`src/rtl/core/ppl_pkg.sv`:
```
`timescale 1ns / 1ps
// ----------------------------------------------------------------------------
// ppl_pkg
// Widths, constants and types shared by the polyline path length blocks.
// ----------------------------------------------------------------------------
package ppl_pkg;

	// waypoint format
	localparam int MAX_JOINTS = 6;
	localparam int POS_W      = 32;
	localparam int JC_W       = 3;
	localparam logic [JC_W-1:0] JC_RESET = 3'd6;

	// arithmetic widths: exact difference, square, sum and root
	localparam int DIFF_W = POS_W + 1;
	localparam int SQ_W   = 2 * DIFF_W - 1;
	localparam int PAIRS  = (MAX_JOINTS + 1) / 2;
	localparam int PAIR_W = SQ_W + 1;
	localparam int SUM_W  = SQ_W + $clog2(MAX_JOINTS);
	localparam int ROOT_W = (SUM_W + 1) / 2;
	localparam int RAD_W  = 2 * ROOT_W;

	// square root unit: partial remainder and iteration counter
	localparam int SQRT_REM_W = ROOT_W + 2;
	localparam int SQRT_CNT_W = $clog2(ROOT_W + 1);

	// accumulator
	localparam int LEN_W = 48;
	localparam logic [LEN_W-1:0] LEN_MAX = {LEN_W{1'b1}};

	// waypoint counter saturates at two
	localparam int CNT_W = 2;
	localparam logic [CNT_W-1:0] CNT_SAT = 2'd2;

	// status codes
	localparam logic STATUS_OK    = 1'b0;
	localparam logic STATUS_SHORT = 1'b1;

	typedef logic signed [POS_W-1:0] pos_t;
	typedef logic [SQ_W-1:0]         sq_t;

	// sequencer states
	typedef enum logic [2:0] {
		ST_IDLE,
		ST_SQUARE,
		ST_PAIR,
		ST_SUM,
		ST_START,
		ST_ROOT,
		ST_ACCUM
	} state_t;

	// sequencer controls
	typedef struct packed {
		logic in_ready;
		logic load;
		logic root_start;
		logic accum;
	} ctrl_t;

endpackage

```
`src/rtl/core/ppl_sqrt.sv`:
```
`timescale 1ns / 1ps
// ----------------------------------------------------------------------------
// ppl_sqrt
// Restoring digit-by-digit integer square root, one root bit per cycle.
// ----------------------------------------------------------------------------
module ppl_sqrt (
	input  logic                        clk,
	input  logic                        arst_n,
	input  logic                        start,
	input  logic [ppl_pkg::SUM_W-1:0]   radicand,
	output logic                        busy,
	output logic [ppl_pkg::ROOT_W-1:0]  root
);

	logic [ppl_pkg::RAD_W-1:0]       rad_q;
	logic [ppl_pkg::SQRT_REM_W-1:0]  rem_q;
	logic [ppl_pkg::ROOT_W-1:0]      root_q;
	logic [ppl_pkg::SQRT_CNT_W-1:0]  cnt_q;
	logic                            busy_q;
	logic [ppl_pkg::SQRT_REM_W+1:0]  rem_sh;
	logic [ppl_pkg::SQRT_REM_W+1:0]  trial;
	logic                            fits;

	// bring down the next bit pair and try root*4+1
	assign rem_sh = {rem_q, rad_q[ppl_pkg::RAD_W-1 -: 2]};
	assign trial  = (ppl_pkg::SQRT_REM_W + 2)'({root_q, 2'b01});
	assign fits   = rem_sh >= trial;

	// iteration control
	always_ff @(posedge clk or negedge arst_n) begin
		if (!arst_n) begin
			busy_q <= 1'b0;
			cnt_q  <= '0;
		end else if (start) begin
			busy_q <= 1'b1;
			cnt_q  <= ppl_pkg::SQRT_CNT_W'(ppl_pkg::ROOT_W);
		end else if (busy_q) begin
			cnt_q <= cnt_q - 1'b1;
			if (cnt_q == ppl_pkg::SQRT_CNT_W'(1)) begin
				busy_q <= 1'b0;
			end
		end
	end

	// datapath
	always_ff @(posedge clk) begin
		if (start) begin
			rad_q  <= ppl_pkg::RAD_W'(radicand);
			rem_q  <= '0;
			root_q <= '0;
		end else if (busy_q) begin
			rad_q  <= {rad_q[ppl_pkg::RAD_W-3:0], 2'b00};
			rem_q  <= fits ? ppl_pkg::SQRT_REM_W'(rem_sh - trial)
				: ppl_pkg::SQRT_REM_W'(rem_sh);
			root_q <= {root_q[ppl_pkg::ROOT_W-2:0], fits};
		end
	end

	assign busy = busy_q;
	assign root = root_q;

endmodule

```
`config.mk`:
```
export PLATFORM = sky130hd
export DESIGN_NAME = ppl_sqrt
export DESIGN_NICKNAME = d
export VERILOG_FILES = /design/src/rtl/core/ppl_pkg.sv /design/src/rtl/core/ppl_sqrt.sv
export SDC_FILE = /design/constraint.sdc
export NUM_CORES = 1
export LEC_CHECK = 0
export ABC_CLOCK_PERIOD_IN_PS = 8200
export BUFFER_PORTS_ARGS = -buffer_cell sky130_fd_sc_hd__buf_2
export CORE_UTILIZATION = 50
export DETAILED_ROUTE_END_ITERATION = 6
export GPL_ROUTABILITY_DRIVEN = 0
export PLACE_DENSITY = 0.8
export SLEW_MARGIN = 20
export SYNTH_ARGS = -nofsm -noshare
export SYNTH_HDL_FRONTEND = slang
export SYNTH_SLANG_ARGS = --single-unit
```
`constraint.sdc`:
```
create_clock -name clk -period 8.2 [get_ports clk]
set_input_delay 1.64 -clock clk [delete_from_list [all_inputs] [get_ports clk]]
set_output_delay 1.64 -clock clk [all_outputs]
set_load 0.05 [all_outputs]
```
==> results.cfg <==
[timing]
period_needed_ps = 3380
fmax_mhz = 296
setup_viol = 0
skew_ps = 9.12
worst_slew_pin_slew_ps = 1020
finalHoldViolCount = 0
holdWs_ps = 475
rsz0062_at_grt = false
relSlewSlack_pct = 31.8
finalSetupTns_ps = 0
fin_crit_sh_pct = 41.3
slew_violations = 0

[drt]
routed_wl_um = 16500
vias_per_cell = 5.47
antenna_left = 0
first_pass_iters = 7
wl_per_cell_um = 15.2
first_iter_violations = 409
remaining_drc_errors = 0
vias = 5965

[placement]
placed_area_mm2 = 0.00862
io_buffers = 105
dp_hpwl_um = 11100

[worst_hold_path]
min_path_type = reg -> reg

[synthesis]
avgSynthCellArea_um2 = 10.2
synth_seq_cells = 145
synth-main-ff-cell = dfxtp_1
synth_nets = 888
synth_seq_area_share_pct = 45.5
ys_types = 70
synth_area_mm2 = 0.00795
ys_async_sr_fraction_pct = 4.83
synth_edf_count = 68
syn_inst = 779
synth_warnings = 0

[power_and_ir_drop]
cellInternalPower_mw = 1.98
vdd_drop_max_v = 0.000212
cellPowerDensity_mw_per_mm2 = 354
seqPwrFrac_pct = 29.2
p_leak_nw = 4.01
clockPowerShare_pct = 24.1
swShare_pct = 39.4
p_switching_mw = 1.29
p_comb_share_pct = 46.7

[clock_tree]
hold_buffers = 0
post_cts_buffers = 0
cts_resized = 0
clock-sinks = 145
numCtsBuffers = 17
htreeDepth = 4
clk_pin_slew_ps = 70
cts_tree = built
cts_root_buf = clkbuf_16
cts_buffer_depth = 2
worstSkewPairLatency_ps = 430

[grt]
grt_pass1_wl_um = 28000
first_global_vias = 5844
grtUsageTotal_pct = 21.5
antenna_found_initial = 0
grt_start_max_net_pins = 86
overflow = 0

[worst_setup_path]
crit_fanout = 28
crit_end = rem_q[31]$_SDFFE_PP0P_
crit_type = reg -> reg
cp.arrival_ps = 3710
start_kind = flip-flop
ff2ff_path_depth = 11
r2r_start = root[9]$_SDFFE_PP0P_
ff2ff_setup_slack_ps = 4820
required_ps = 8530
cp-end-kind = flip-flop
startpoint = root[9]$_SDFFE_PP0P_
r2r-end = rem_q[31]$_SDFFE_PP0P_

[cells_and_area]
syn2layout_area_growth_pct = 16.1
finalNetCount = 975
seq_area_mm2 = 0.00362
drive_above_1_share_pct = 25.9
fill_cells = 1306
multi_input_area_mm2 = 0.00401
antenna_cells = 0
fin_area_mm2 = 0.00923

[floorplanning]
die-area_mm2 = 0.0164
top_level_ports = 106
core_area_mm2 = 0.0154
die_height_um = 128
dieWidth_um = 128
floorplan.initialDensity_pct = 51.7
fp-row-count = 45

[run_status]
status = complete, no violations

[job]
drv_cap = 0
[cell type report]
cell class,instances,area share [%]
Timing Repair Buffer,110,6.13
Clock inverter,15,1.99
Tap cell,211,2.86
Sequential cell,145,39.2
Inverter,42,1.71
Clock buffer,17,4.61
Multi-Input combinational cell,550,43.5
[cells by family (layout without fill, tap and decap cells)]
kind of cell    Yosys count  count (layout)  share of synthesized area, %
compound gates          173             173                          15.0
xor+xnor                 31              31                          3.42
fa+ha+maj                38              38                          5.98
buf+inv                  84             184                          4.15
flops                   145             145                          45.5
mux                     102             102                          13.9
simple gates            206             206                          12.1
[per-stage QoR]
step                      std cells  power (mW)  utilization (%)  setup WS, ps
after floorplan                 779        2.18                -          4470
after global placement         1058        2.44             56.1          4510
after detailed placement       1058        2.47             56.1          4510
after CTS                      1090        3.28             60.1          4800
after global routing           1090        3.50             60.1          4550
final                          1090        3.27             60.1          4820
[flip-flops by register name, summed over array words and instances (netlist names)]
register	count
busy	1
cnt_q	6
rad_q	68
rem_q	36
root	34
[critical path: stages, from the launching register on]
cell	delay [ps]
dfxtp_1	370
inv_1	60
ha_1	370
and4_2	310
o2111ai_1	100
a21oi_1	60
nand3b_4	190
a21o_2	300
a221oi_4	670
buf_4	430
nor4_1	110
o41ai_2	310
[cell usage in the layout (no fill, tap or decap), types with 9 or more instances in the layout]
| cell type | n |
|---|---|
| nor2_1 | 80 |
| xnor2_1 | 24 |
| buf_2 | 104 |
| o21ai_0 | 28 |
| inv_1 | 41 |
| clkbuf_16 | 17 |
| edfxtp_1 | 68 |
| a311oi_1 | 16 |
| ha_1 | 38 |
| a21oi_1 | 45 |
| a211oi_1 | 10 |
| dfxtp_1 | 70 |
| mux2_2 | 66 |
| mux2i_1 | 35 |
| a21o_1 | 9 |
| nand2_1 | 66 |
[cells in the mapped netlist, drive strengths merged, types with 2 or more instances]
| library cell | number | share of area, % |
|---|---|---|
| o211ai | 3 | 0.28 |
| a31oi | 6 | 0.47 |
| a221oi | 2 | 0.30 |
| nor2 | 80 | 3.8 |
| and4 | 4 | 0.46 |
| a21oi | 46 | 2.9 |
| dfxtp | 70 | 18 |
| a211oi | 11 | 1.1 |
| and3 | 6 | 0.47 |
| xnor2 | 24 | 2.6 |
| a2111oi | 3 | 0.41 |
| nand4 | 8 | 0.63 |
| mux2i | 35 | 4.4 |
| and2 | 7 | 0.57 |
| xor2 | 7 | 0.77 |
| nand2 | 67 | 3.2 |
| a32oi | 3 | 0.33 |
| a21boi | 3 | 0.28 |
| o2111ai | 4 | 0.44 |
| nor3b | 3 | 0.35 |
| edfxtp | 68 | 26 |
| a41oi | 2 | 0.22 |
| nor3 | 6 | 0.44 |
| inv | 42 | 2.0 |
| a21o | 10 | 0.96 |
| a22o | 3 | 0.33 |
| dfrtp | 7 | 2.2 |
| nor2b | 6 | 0.47 |
| clkbuf | 29 | 1.4 |
| a311oi | 16 | 1.8 |
| o21a | 8 | 0.76 |
| nand2b | 5 | 0.39 |
| o31ai | 6 | 0.74 |
| buf | 13 | 0.80 |
| nand3b | 2 | 0.35 |
| or3 | 3 | 0.24 |
| mux2 | 67 | 9.5 |
| o21ai | 37 | 2.4 |
| ha | 38 | 6.0 |
| o21bai | 3 | 0.28 |
| nand3 | 4 | 0.25 |
[power by group through the flow]
| stage | sequential, mW | clock (mW) | combinational [mW] |
|---|---|---|---|
| 2_1_floorplan | 0.961 | 0 | 1.21 |
| 3_3_place_gp | 0.964 | 0 | 1.48 |
| 3_5_place_dp | 0.965 | 0 | 1.50 |
| 4_1_cts | 0.953 | 0.804 | 1.52 |
| 5_1_grt | 0.967 | 0.830 | 1.70 |
| 6_report | 0.954 | 0.788 | 1.53 |
[routing by layer]
layer	GRT usage [%]	wire, µm
met1	27.5	7560
met2	34.6	7800
met3	6.09	900
met4	8.37	265
met5	0	0
[worst min-delay path by stage]
stage,slack [ps],end,cells after the start,start
global placement,470,rem_q[33]$_SDFFE_PP0P_,2,rem_q[33]$_SDFFE_PP0P_
finish,470,rem_q[33]$_SDFFE_PP0P_,2,rem_q[33]$_SDFFE_PP0P_
floorplan,440,rem_q[33]$_SDFFE_PP0P_,2,rem_q[33]$_SDFFE_PP0P_
detailed placement,470,rem_q[33]$_SDFFE_PP0P_,2,rem_q[33]$_SDFFE_PP0P_
global route,500,rem_q[33]$_SDFFE_PP0P_,2,rem_q[33]$_SDFFE_PP0P_
CTS,480,rem_q[33]$_SDFFE_PP0P_,2,rem_q[33]$_SDFFE_PP0P_
No activity file was read; power rests on OpenSTA's default activity.
