$ cat src/rtl/core/ppl_pkg.sv
`timescale 1ns / 1ps
// ----------------------------------------------------------------------------
// ppl_pkg
// Widths, constants and types shared by the polyline path length blocks.
// ----------------------------------------------------------------------------
package ppl_pkg;

	// waypoint format
	localparam int MAX_JOINTS = 6;
	localparam int POS_W      = 32;
	localparam int JC_W       = 3;
	localparam logic [JC_W-1:0] JC_RESET = 3'd6;

	// arithmetic widths: exact difference, square, sum and root
	localparam int DIFF_W = POS_W + 1;
	localparam int SQ_W   = 2 * DIFF_W - 1;
	localparam int PAIRS  = (MAX_JOINTS + 1) / 2;
	localparam int PAIR_W = SQ_W + 1;
	localparam int SUM_W  = SQ_W + $clog2(MAX_JOINTS);
	localparam int ROOT_W = (SUM_W + 1) / 2;
	localparam int RAD_W  = 2 * ROOT_W;

	// square root unit: partial remainder and iteration counter
	localparam int SQRT_REM_W = ROOT_W + 2;
	localparam int SQRT_CNT_W = $clog2(ROOT_W + 1);

	// accumulator
	localparam int LEN_W = 48;
	localparam logic [LEN_W-1:0] LEN_MAX = {LEN_W{1'b1}};

	// waypoint counter saturates at two
	localparam int CNT_W = 2;
	localparam logic [CNT_W-1:0] CNT_SAT = 2'd2;

	// status codes
	localparam logic STATUS_OK    = 1'b0;
	localparam logic STATUS_SHORT = 1'b1;

	typedef logic signed [POS_W-1:0] pos_t;
	typedef logic [SQ_W-1:0]         sq_t;

	// sequencer states
	typedef enum logic [2:0] {
		ST_IDLE,
		ST_SQUARE,
		ST_PAIR,
		ST_SUM,
		ST_START,
		ST_ROOT,
		ST_ACCUM
	} state_t;

	// sequencer controls
	typedef struct packed {
		logic in_ready;
		logic load;
		logic root_start;
		logic accum;
	} ctrl_t;

endpackage

$ cat src/rtl/core/ppl_lane.sv
`timescale 1ns / 1ps
// ----------------------------------------------------------------------------
// ppl_lane
// One joint lane: keeps the previous position, forms the exact step
// magnitude and squares it.
// ----------------------------------------------------------------------------
module ppl_lane (
	input  logic           clk,
	input  logic           arst_n,
	input  logic           load,
	input  logic           lane_on,
	input  ppl_pkg::pos_t  pos,
	output ppl_pkg::sq_t   sq
);

	ppl_pkg::pos_t                       prev_q;
	logic signed [ppl_pkg::DIFF_W-1:0]   diff;
	logic [ppl_pkg::DIFF_W-1:0]          mag;
	logic [ppl_pkg::DIFF_W-1:0]          mag_s1;
	logic [2*ppl_pkg::DIFF_W-1:0]        prod;
	ppl_pkg::sq_t                        sq_s2;

	// exact signed step and its magnitude
	assign diff = ppl_pkg::DIFF_W'(pos) - ppl_pkg::DIFF_W'(prev_q);
	assign mag  = diff[ppl_pkg::DIFF_W-1] ? ppl_pkg::DIFF_W'(-diff) : ppl_pkg::DIFF_W'(diff);

	// previous waypoint, replaced by every accepted word
	always_ff @(posedge clk or negedge arst_n) begin
		if (!arst_n) begin
			prev_q <= '0;
		end else if (load) begin
			prev_q <= pos;
		end
	end

	// stage 1: magnitude, unused lanes contribute zero
	always_ff @(posedge clk) begin
		if (load) begin
			mag_s1 <= lane_on ? mag : '0;
		end
	end

	// stage 2: square
	assign prod = mag_s1 * mag_s1;

	always_ff @(posedge clk) begin
		sq_s2 <= prod[ppl_pkg::SQ_W-1:0];
	end

	assign sq = sq_s2;

endmodule

$ cat config.mk
export PLATFORM = sky130hd
export DESIGN_NAME = ppl_lane
export DESIGN_NICKNAME = d
export VERILOG_FILES = /design/src/rtl/core/ppl_pkg.sv /design/src/rtl/core/ppl_lane.sv
export SDC_FILE = /design/constraint.sdc
export NUM_CORES = 2
export LEC_CHECK = 0
export CAP_MARGIN = 20
export CORE_ASPECT_RATIO = 1.2
export CORE_MARGIN = 1.5
export CORE_UTILIZATION = 50
export CTS_BUF_LIST = sky130_fd_sc_hd__clkbuf_8
export CTS_CLUSTER_SIZE = 40
export DETAILED_ROUTE_END_ITERATION = 16
export DONT_BUFFER_PORTS = 1
export GPL_ROUTABILITY_DRIVEN = 0
export PLACE_DENSITY_LB_ADDON = 0.12
export SLEW_MARGIN = 10
export SYNTH_ARGS = -nofsm -noshare
export SYNTH_HDL_FRONTEND = slang
export SYNTH_SLANG_ARGS = --single-unit
$ cat constraint.sdc
create_clock -name clk -period 11.1 [get_ports clk]
set_clock_uncertainty 0.2 [all_clocks]
set_input_delay 2.22 -clock clk [delete_from_list [all_inputs] [get_ports clk]]
set_output_delay 2.22 -clock clk [all_outputs]
set_load 0.01 [all_outputs]
==> impl_metrics.prom <==
# TYPE chip_impl_metric gauge
chip_impl_info{name="outcome",value="complete, no violations"} 1
chip_impl_metric{name="grt_pass1_wl",unit="mm"} 155.1
chip_impl_metric{name="postCtsSetupBuffers",unit=""} 0
chip_impl_metric{name="post-route-period-util",unit="%"} 84.46
chip_impl_metric{name="port_buffers",unit=""} 0
chip_impl_metric{name="die_area",unit="sq um"} 76530
chip_impl_metric{name="mux_cell_area_share_after_synthesis",unit="%"} 0.3008
chip_impl_metric{name="r2r_cells",unit=""} 26
chip_impl_metric{name="synthesis.nets",unit=""} 5282
chip_impl_metric{name="multi_input_comb_area",unit="sq um"} 29420
chip_impl_metric{name="io-pin-count",unit=""} 101
chip_impl_metric{name="detailedRoute.firstIterationViolations",unit=""} 1220
chip_impl_info{name="hold_path.startpoint",value="prev_q[0]"} 1
chip_impl_metric{name="ctsResizeCount",unit=""} 0
chip_impl_metric{name="number_of_flops_mapped_to_enable_cells_by_yosys",unit=""} 33
chip_impl_metric{name="mean_instance_size_in_the_synthesized_netlist",unit="sq um"} 9.166
chip_impl_metric{name="vias",unit=""} 25927
chip_impl_metric{name="post_synth_and_or_nand_nor_area_fraction",unit="%"} 12.16
chip_impl_metric{name="synth_cell_types",unit=""} 85
chip_impl_info{name="synth_ff_type",value="sky130_fd_sc_hd__dfxtp_1"} 1
chip_impl_metric{name="synth_to_final_area_change",unit="%"} 3.727
chip_impl_metric{name="synth.ff_latch_count",unit=""} 129
chip_impl_metric{name="die_width",unit="um"} 252.8
chip_impl_info{name="main_combinational_cell_family_by_area_after_synthesis",value="adder cells"} 1
chip_impl_metric{name="ctsHoldBuffers",unit=""} 0
chip_impl_metric{name="critical_path.max_fanout",unit=""} 19
chip_impl_info{name="unrepaired_setup_endpoints_after_global_routing",value="no"} 1
chip_impl_metric{name="maxSlewViolCount",unit=""} 0
chip_impl_metric{name="dieHeight",unit="um"} 302.7
chip_impl_metric{name="pre_cts_slack",unit="ns"} 1.804
chip_impl_metric{name="ctsLongestPathBuffers",unit=""} 2
chip_impl_metric{name="detail_route.first_pass.iterations",unit=""} 5
chip_impl_metric{name="rows",unit=""} 109
chip_impl_metric{name="numPlacedInstances",unit=""} 4966
chip_impl_metric{name="synth_fa_ha_area_share",unit="%"} 56.08
chip_impl_metric{name="synthXorXnorAreaFrac",unit="%"} 2.691
chip_impl_metric{name="numCtsBuffers",unit=""} 17
chip_impl_metric{name="worstHoldPathCells",unit=""} 1
chip_impl_metric{name="synth-seq-area-share",unit="%"} 8.209
chip_impl_metric{name="layout.area.seq",unit="sq um"} 3073
chip_impl_info{name="criticalPathCategory",value="reg2reg"} 1
chip_impl_metric{name="final_period_minus_worst_setup_slack",unit="ns"} 9.375
chip_impl_info{name="cts.root.buffer_cell",value="sky130_fd_sc_hd__clkbuf_8"} 1
chip_impl_metric{name="post_synth_instance_area",unit="sq um"} 37430
chip_impl_metric{name="antenna_found_initial",unit=""} 1
chip_impl_metric{name="initial_core_util",unit="%"} 50.64
chip_impl_metric{name="numClockSinks",unit=""} 129
chip_impl_metric{name="synth-warning-count",unit=""} 0
chip_impl_metric{name="final.setup.tns",unit="ns"} 0
chip_impl_metric{name="fin_cells",unit=""} 4999
chip_impl_info{name="crit-reg2reg-launch",value="mag_s1[16]"} 1
chip_impl_info{name="clock_tree_from_tritoncts",value="built"} 1
chip_impl_metric{name="vias_per_cell",unit=""} 5.186
chip_impl_metric{name="antenna_violation_net_count_after_detailed_routing",unit=""} 0
chip_impl_metric{name="wl_per_cell",unit="um"} 19.35
chip_impl_metric{name="grt_max_degree",unit=""} 97
chip_impl_metric{name="worst_slew_pin_slew",unit="ns"} 1.124
chip_impl_metric{name="clkTransAtPathRegs",unit="ns"} 0.10
chip_impl_metric{name="final_nets",unit=""} 5184
chip_impl_metric{name="timing.slew.headroom",unit="%"} 24.61
chip_impl_metric{name="synth_async_sr_flop_share",unit="%"} 24.81
chip_impl_metric{name="critical_path_required",unit="ns"} 11.41
chip_impl_info{name="holdCritPathClass",value="reg2reg"} 1
chip_impl_metric{name="final_layout_size_suffix_gt1_share",unit="%"} 2.876
chip_impl_metric{name="cts.htree.levels",unit=""} 4
chip_impl_metric{name="holdWs",unit="ns"} 0.3252
chip_impl_metric{name="report.final.setup_viol",unit=""} 0
chip_impl_metric{name="drc_errors_left",unit=""} 0
chip_impl_metric{name="first_global_vias",unit=""} 28344
chip_impl_metric{name="postSynthCellCount",unit=""} 4084
chip_impl_metric{name="postLayoutSetupSlackWorst",unit="ns"} 1.725
chip_impl_metric{name="clkLatencyLatePin",unit="ns"} 0.58
chip_impl_metric{name="finalHoldViolations",unit=""} 0
chip_impl_metric{name="drv.max_cap_violation_count",unit=""} 0
chip_impl_metric{name="overflow",unit=""} 0
chip_impl_metric{name="design.core.area",unit="sq um"} 73920
chip_impl_info{name="critPathLaunchType",value="flop"} 1
chip_impl_info{name="regToRegEndpoint",value="sq[62]"} 1
chip_impl_metric{name="critPathArrivalTime",unit="ns"} 9.69
chip_impl_info{name="hold-path-endpoint",value="prev_q[0]"} 1
chip_impl_metric{name="r2r_slack",unit="ns"} 1.72
chip_impl_info{name="cp-end-kind",value="flop"} 1
chip_impl_metric{name="maxClockFrequency",unit="GHz"} 0.1067
chip_impl_metric{name="dpl.hpwl",unit="mm"} 80.13
chip_impl_metric{name="synth_area_in_compound_gates",unit="%"} 7.320
chip_impl_metric{name="filler_cell_count",unit=""} 7078
chip_impl_metric{name="globalRouteTotalUtil",unit="%"} 26.85
chip_impl_metric{name="postRouteWirelength",unit="mm"} 96.75
## metal layers
layer  vias to the layer above  track usage, %  routed length, um  part of all wire, %
met5                         -               0                  0                    0
met4                         0           9.609               3407                  3.5
met1                     13324           32.12              38310                   40
met3                       149           4.170               4003                  4.1
li1                      11903               -                  -                    -
met2                       551           48.84              51040                   53
## state kept, by name, summed over array words and instances, names as in the netlist
signal	count
mag_s1	33
sq	64
prev_q	32
## worst max-delay path: stages, from the launching register on
cell                        delay [ns]
sky130_fd_sc_hd__edfxtp_1         0.96
sky130_fd_sc_hd__inv_1            0.38
sky130_fd_sc_hd__nor2_1           0.32
sky130_fd_sc_hd__fa_1             0.47
sky130_fd_sc_hd__fa_1             0.44
sky130_fd_sc_hd__fa_1             0.54
sky130_fd_sc_hd__inv_1            0.05
sky130_fd_sc_hd__fa_1             0.48
sky130_fd_sc_hd__inv_1            0.06
sky130_fd_sc_hd__fa_1             0.48
sky130_fd_sc_hd__fa_1             0.50
sky130_fd_sc_hd__fa_1             0.50
sky130_fd_sc_hd__inv_1            0.05
sky130_fd_sc_hd__fa_1             0.47
sky130_fd_sc_hd__inv_1            0.04
sky130_fd_sc_hd__ha_1             0.38
sky130_fd_sc_hd__a21oi_1          0.27
sky130_fd_sc_hd__o21ai_0          0.17
sky130_fd_sc_hd__nor3_1           0.16
sky130_fd_sc_hd__o21a_1           0.17
sky130_fd_sc_hd__nor4b_1          0.06
sky130_fd_sc_hd__buf_4            0.17
sky130_fd_sc_hd__a2111oi_2        0.91
sky130_fd_sc_hd__o41ai_1          0.31
sky130_fd_sc_hd__and3_1           0.31
sky130_fd_sc_hd__a221oi_1         0.32
sky130_fd_sc_hd__xnor2_1          0.15
## cells by family (layout without fill, tap and decap cells)
| family | count (synthesis) | after routing |
|---|---|---|
| flip-flops | 129 | 129 |
| AO/OA/AOI/OAI | 418 | 418 |
| adder cells (fa/ha/maj) | 1162 | 1162 |
| buffers and inverters | 1314 | 1229 |
| multiplexers | 11 | 11 |
| XOR/XNOR | 115 | 115 |
| other | 1 | 2 |
| AND/OR/NAND/NOR | 934 | 934 |
## cell usage in the layout (no fill, tap or decap), drive strengths merged, types with 32 or more instances in the layout
cell       n
edfxtp    33
buf       46
xnor2     69
a21oi    104
o21ai    114
inv     1160
dfrtp     32
ha       302
dfxtp     64
nor2     121
fa       860
nand2    405
xor2      46
a21o      68
and2     229
## stage by stage
step	utilization [%]	area, sq um
after global routing	52.53	38830
after CTS	52.53	38830
after global placement	51.96	38410
after detailed placement	51.96	38410
after floorplan	-	37430
final	52.53	38830
## layout make-up
class                           instances  share of cell area (%)
Clock inverter                         15                  0.4833
Tap cell                              999                   3.219
Inverter                             1151                   11.13
Sequential cell                       129                   7.914
Multi-Input combinational cell       2641                   75.76
Timing Repair Buffer                   46                  0.8893
Clock buffer                           17                  0.6026
Antenna cell                            1                0.006445
## cell usage after synthesis (4+ instances only)
library cell	number	area, sq um
sky130_fd_sc_hd__inv_1	1151	4320
sky130_fd_sc_hd__fa_1	860	17220
sky130_fd_sc_hd__nand2_1	405	1520
sky130_fd_sc_hd__ha_1	302	3779
sky130_fd_sc_hd__and2_1	228	1426
sky130_fd_sc_hd__clkbuf_1	150	563.0
sky130_fd_sc_hd__nor2_1	121	454.2
sky130_fd_sc_hd__o21ai_0	111	555.5
sky130_fd_sc_hd__a21oi_1	102	510.5
sky130_fd_sc_hd__xnor2_1	69	604.3
sky130_fd_sc_hd__a21o_1	68	510.5
sky130_fd_sc_hd__dfxtp_1	64	1281
sky130_fd_sc_hd__xor2_1	46	402.9
sky130_fd_sc_hd__edfxtp_1	33	991.0
sky130_fd_sc_hd__dfrtp_1	32	800.8
sky130_fd_sc_hd__nor3_1	29	145.1
sky130_fd_sc_hd__nand3_1	25	125.1
sky130_fd_sc_hd__nor2b_1	24	150.1
sky130_fd_sc_hd__a31oi_1	21	131.4
sky130_fd_sc_hd__nand4_1	20	125.1
sky130_fd_sc_hd__nand2b_1	16	100.1
sky130_fd_sc_hd__o21a_1	16	120.1
sky130_fd_sc_hd__and3_1	13	81.33
sky130_fd_sc_hd__or2_2	12	75.07
sky130_fd_sc_hd__o21bai_1	10	75.07
sky130_fd_sc_hd__mux2i_1	9	90.09
sky130_fd_sc_hd__a211oi_1	8	60.06
sky130_fd_sc_hd__and4_1	8	70.07
sky130_fd_sc_hd__nor4_1	8	50.05
sky130_fd_sc_hd__a311oi_1	7	61.31
sky130_fd_sc_hd__buf_2	6	30.03
sky130_fd_sc_hd__o211ai_1	6	45.04
sky130_fd_sc_hd__or3_1	6	37.54
sky130_fd_sc_hd__o2111ai_1	5	43.79
sky130_fd_sc_hd__o31ai_1	5	37.54
sky130_fd_sc_hd__buf_1	4	15.01
sky130_fd_sc_hd__nor4b_1	4	35.03
sky130_fd_sc_hd__o211a_1	4	40.04
sky130_fd_sc_hd__o31a_1	4	35.03
## how the worst max path moves through the flow
stage | startpoint | endpoint | slack, ns | depth (start not counted)
4_1_cts | mag_s1[5] | sq[64] | 1.77 | 25
2_1_floorplan | mag_s1[2] | sq[62] | 3.12 | 30
5_1_grt | mag_s1[5] | sq[64] | 1.30 | 25
6_report | mag_s1[16] | sq[62] | 1.72 | 26
3_5_place_dp | mag_s1[5] | sq[64] | 1.80 | 25
3_3_place_gp | mag_s1[5] | sq[64] | 1.93 | 25
Power is not shown: default switching activity piles up to over one toggle a cycle in this logic, so the estimate is an artifact.
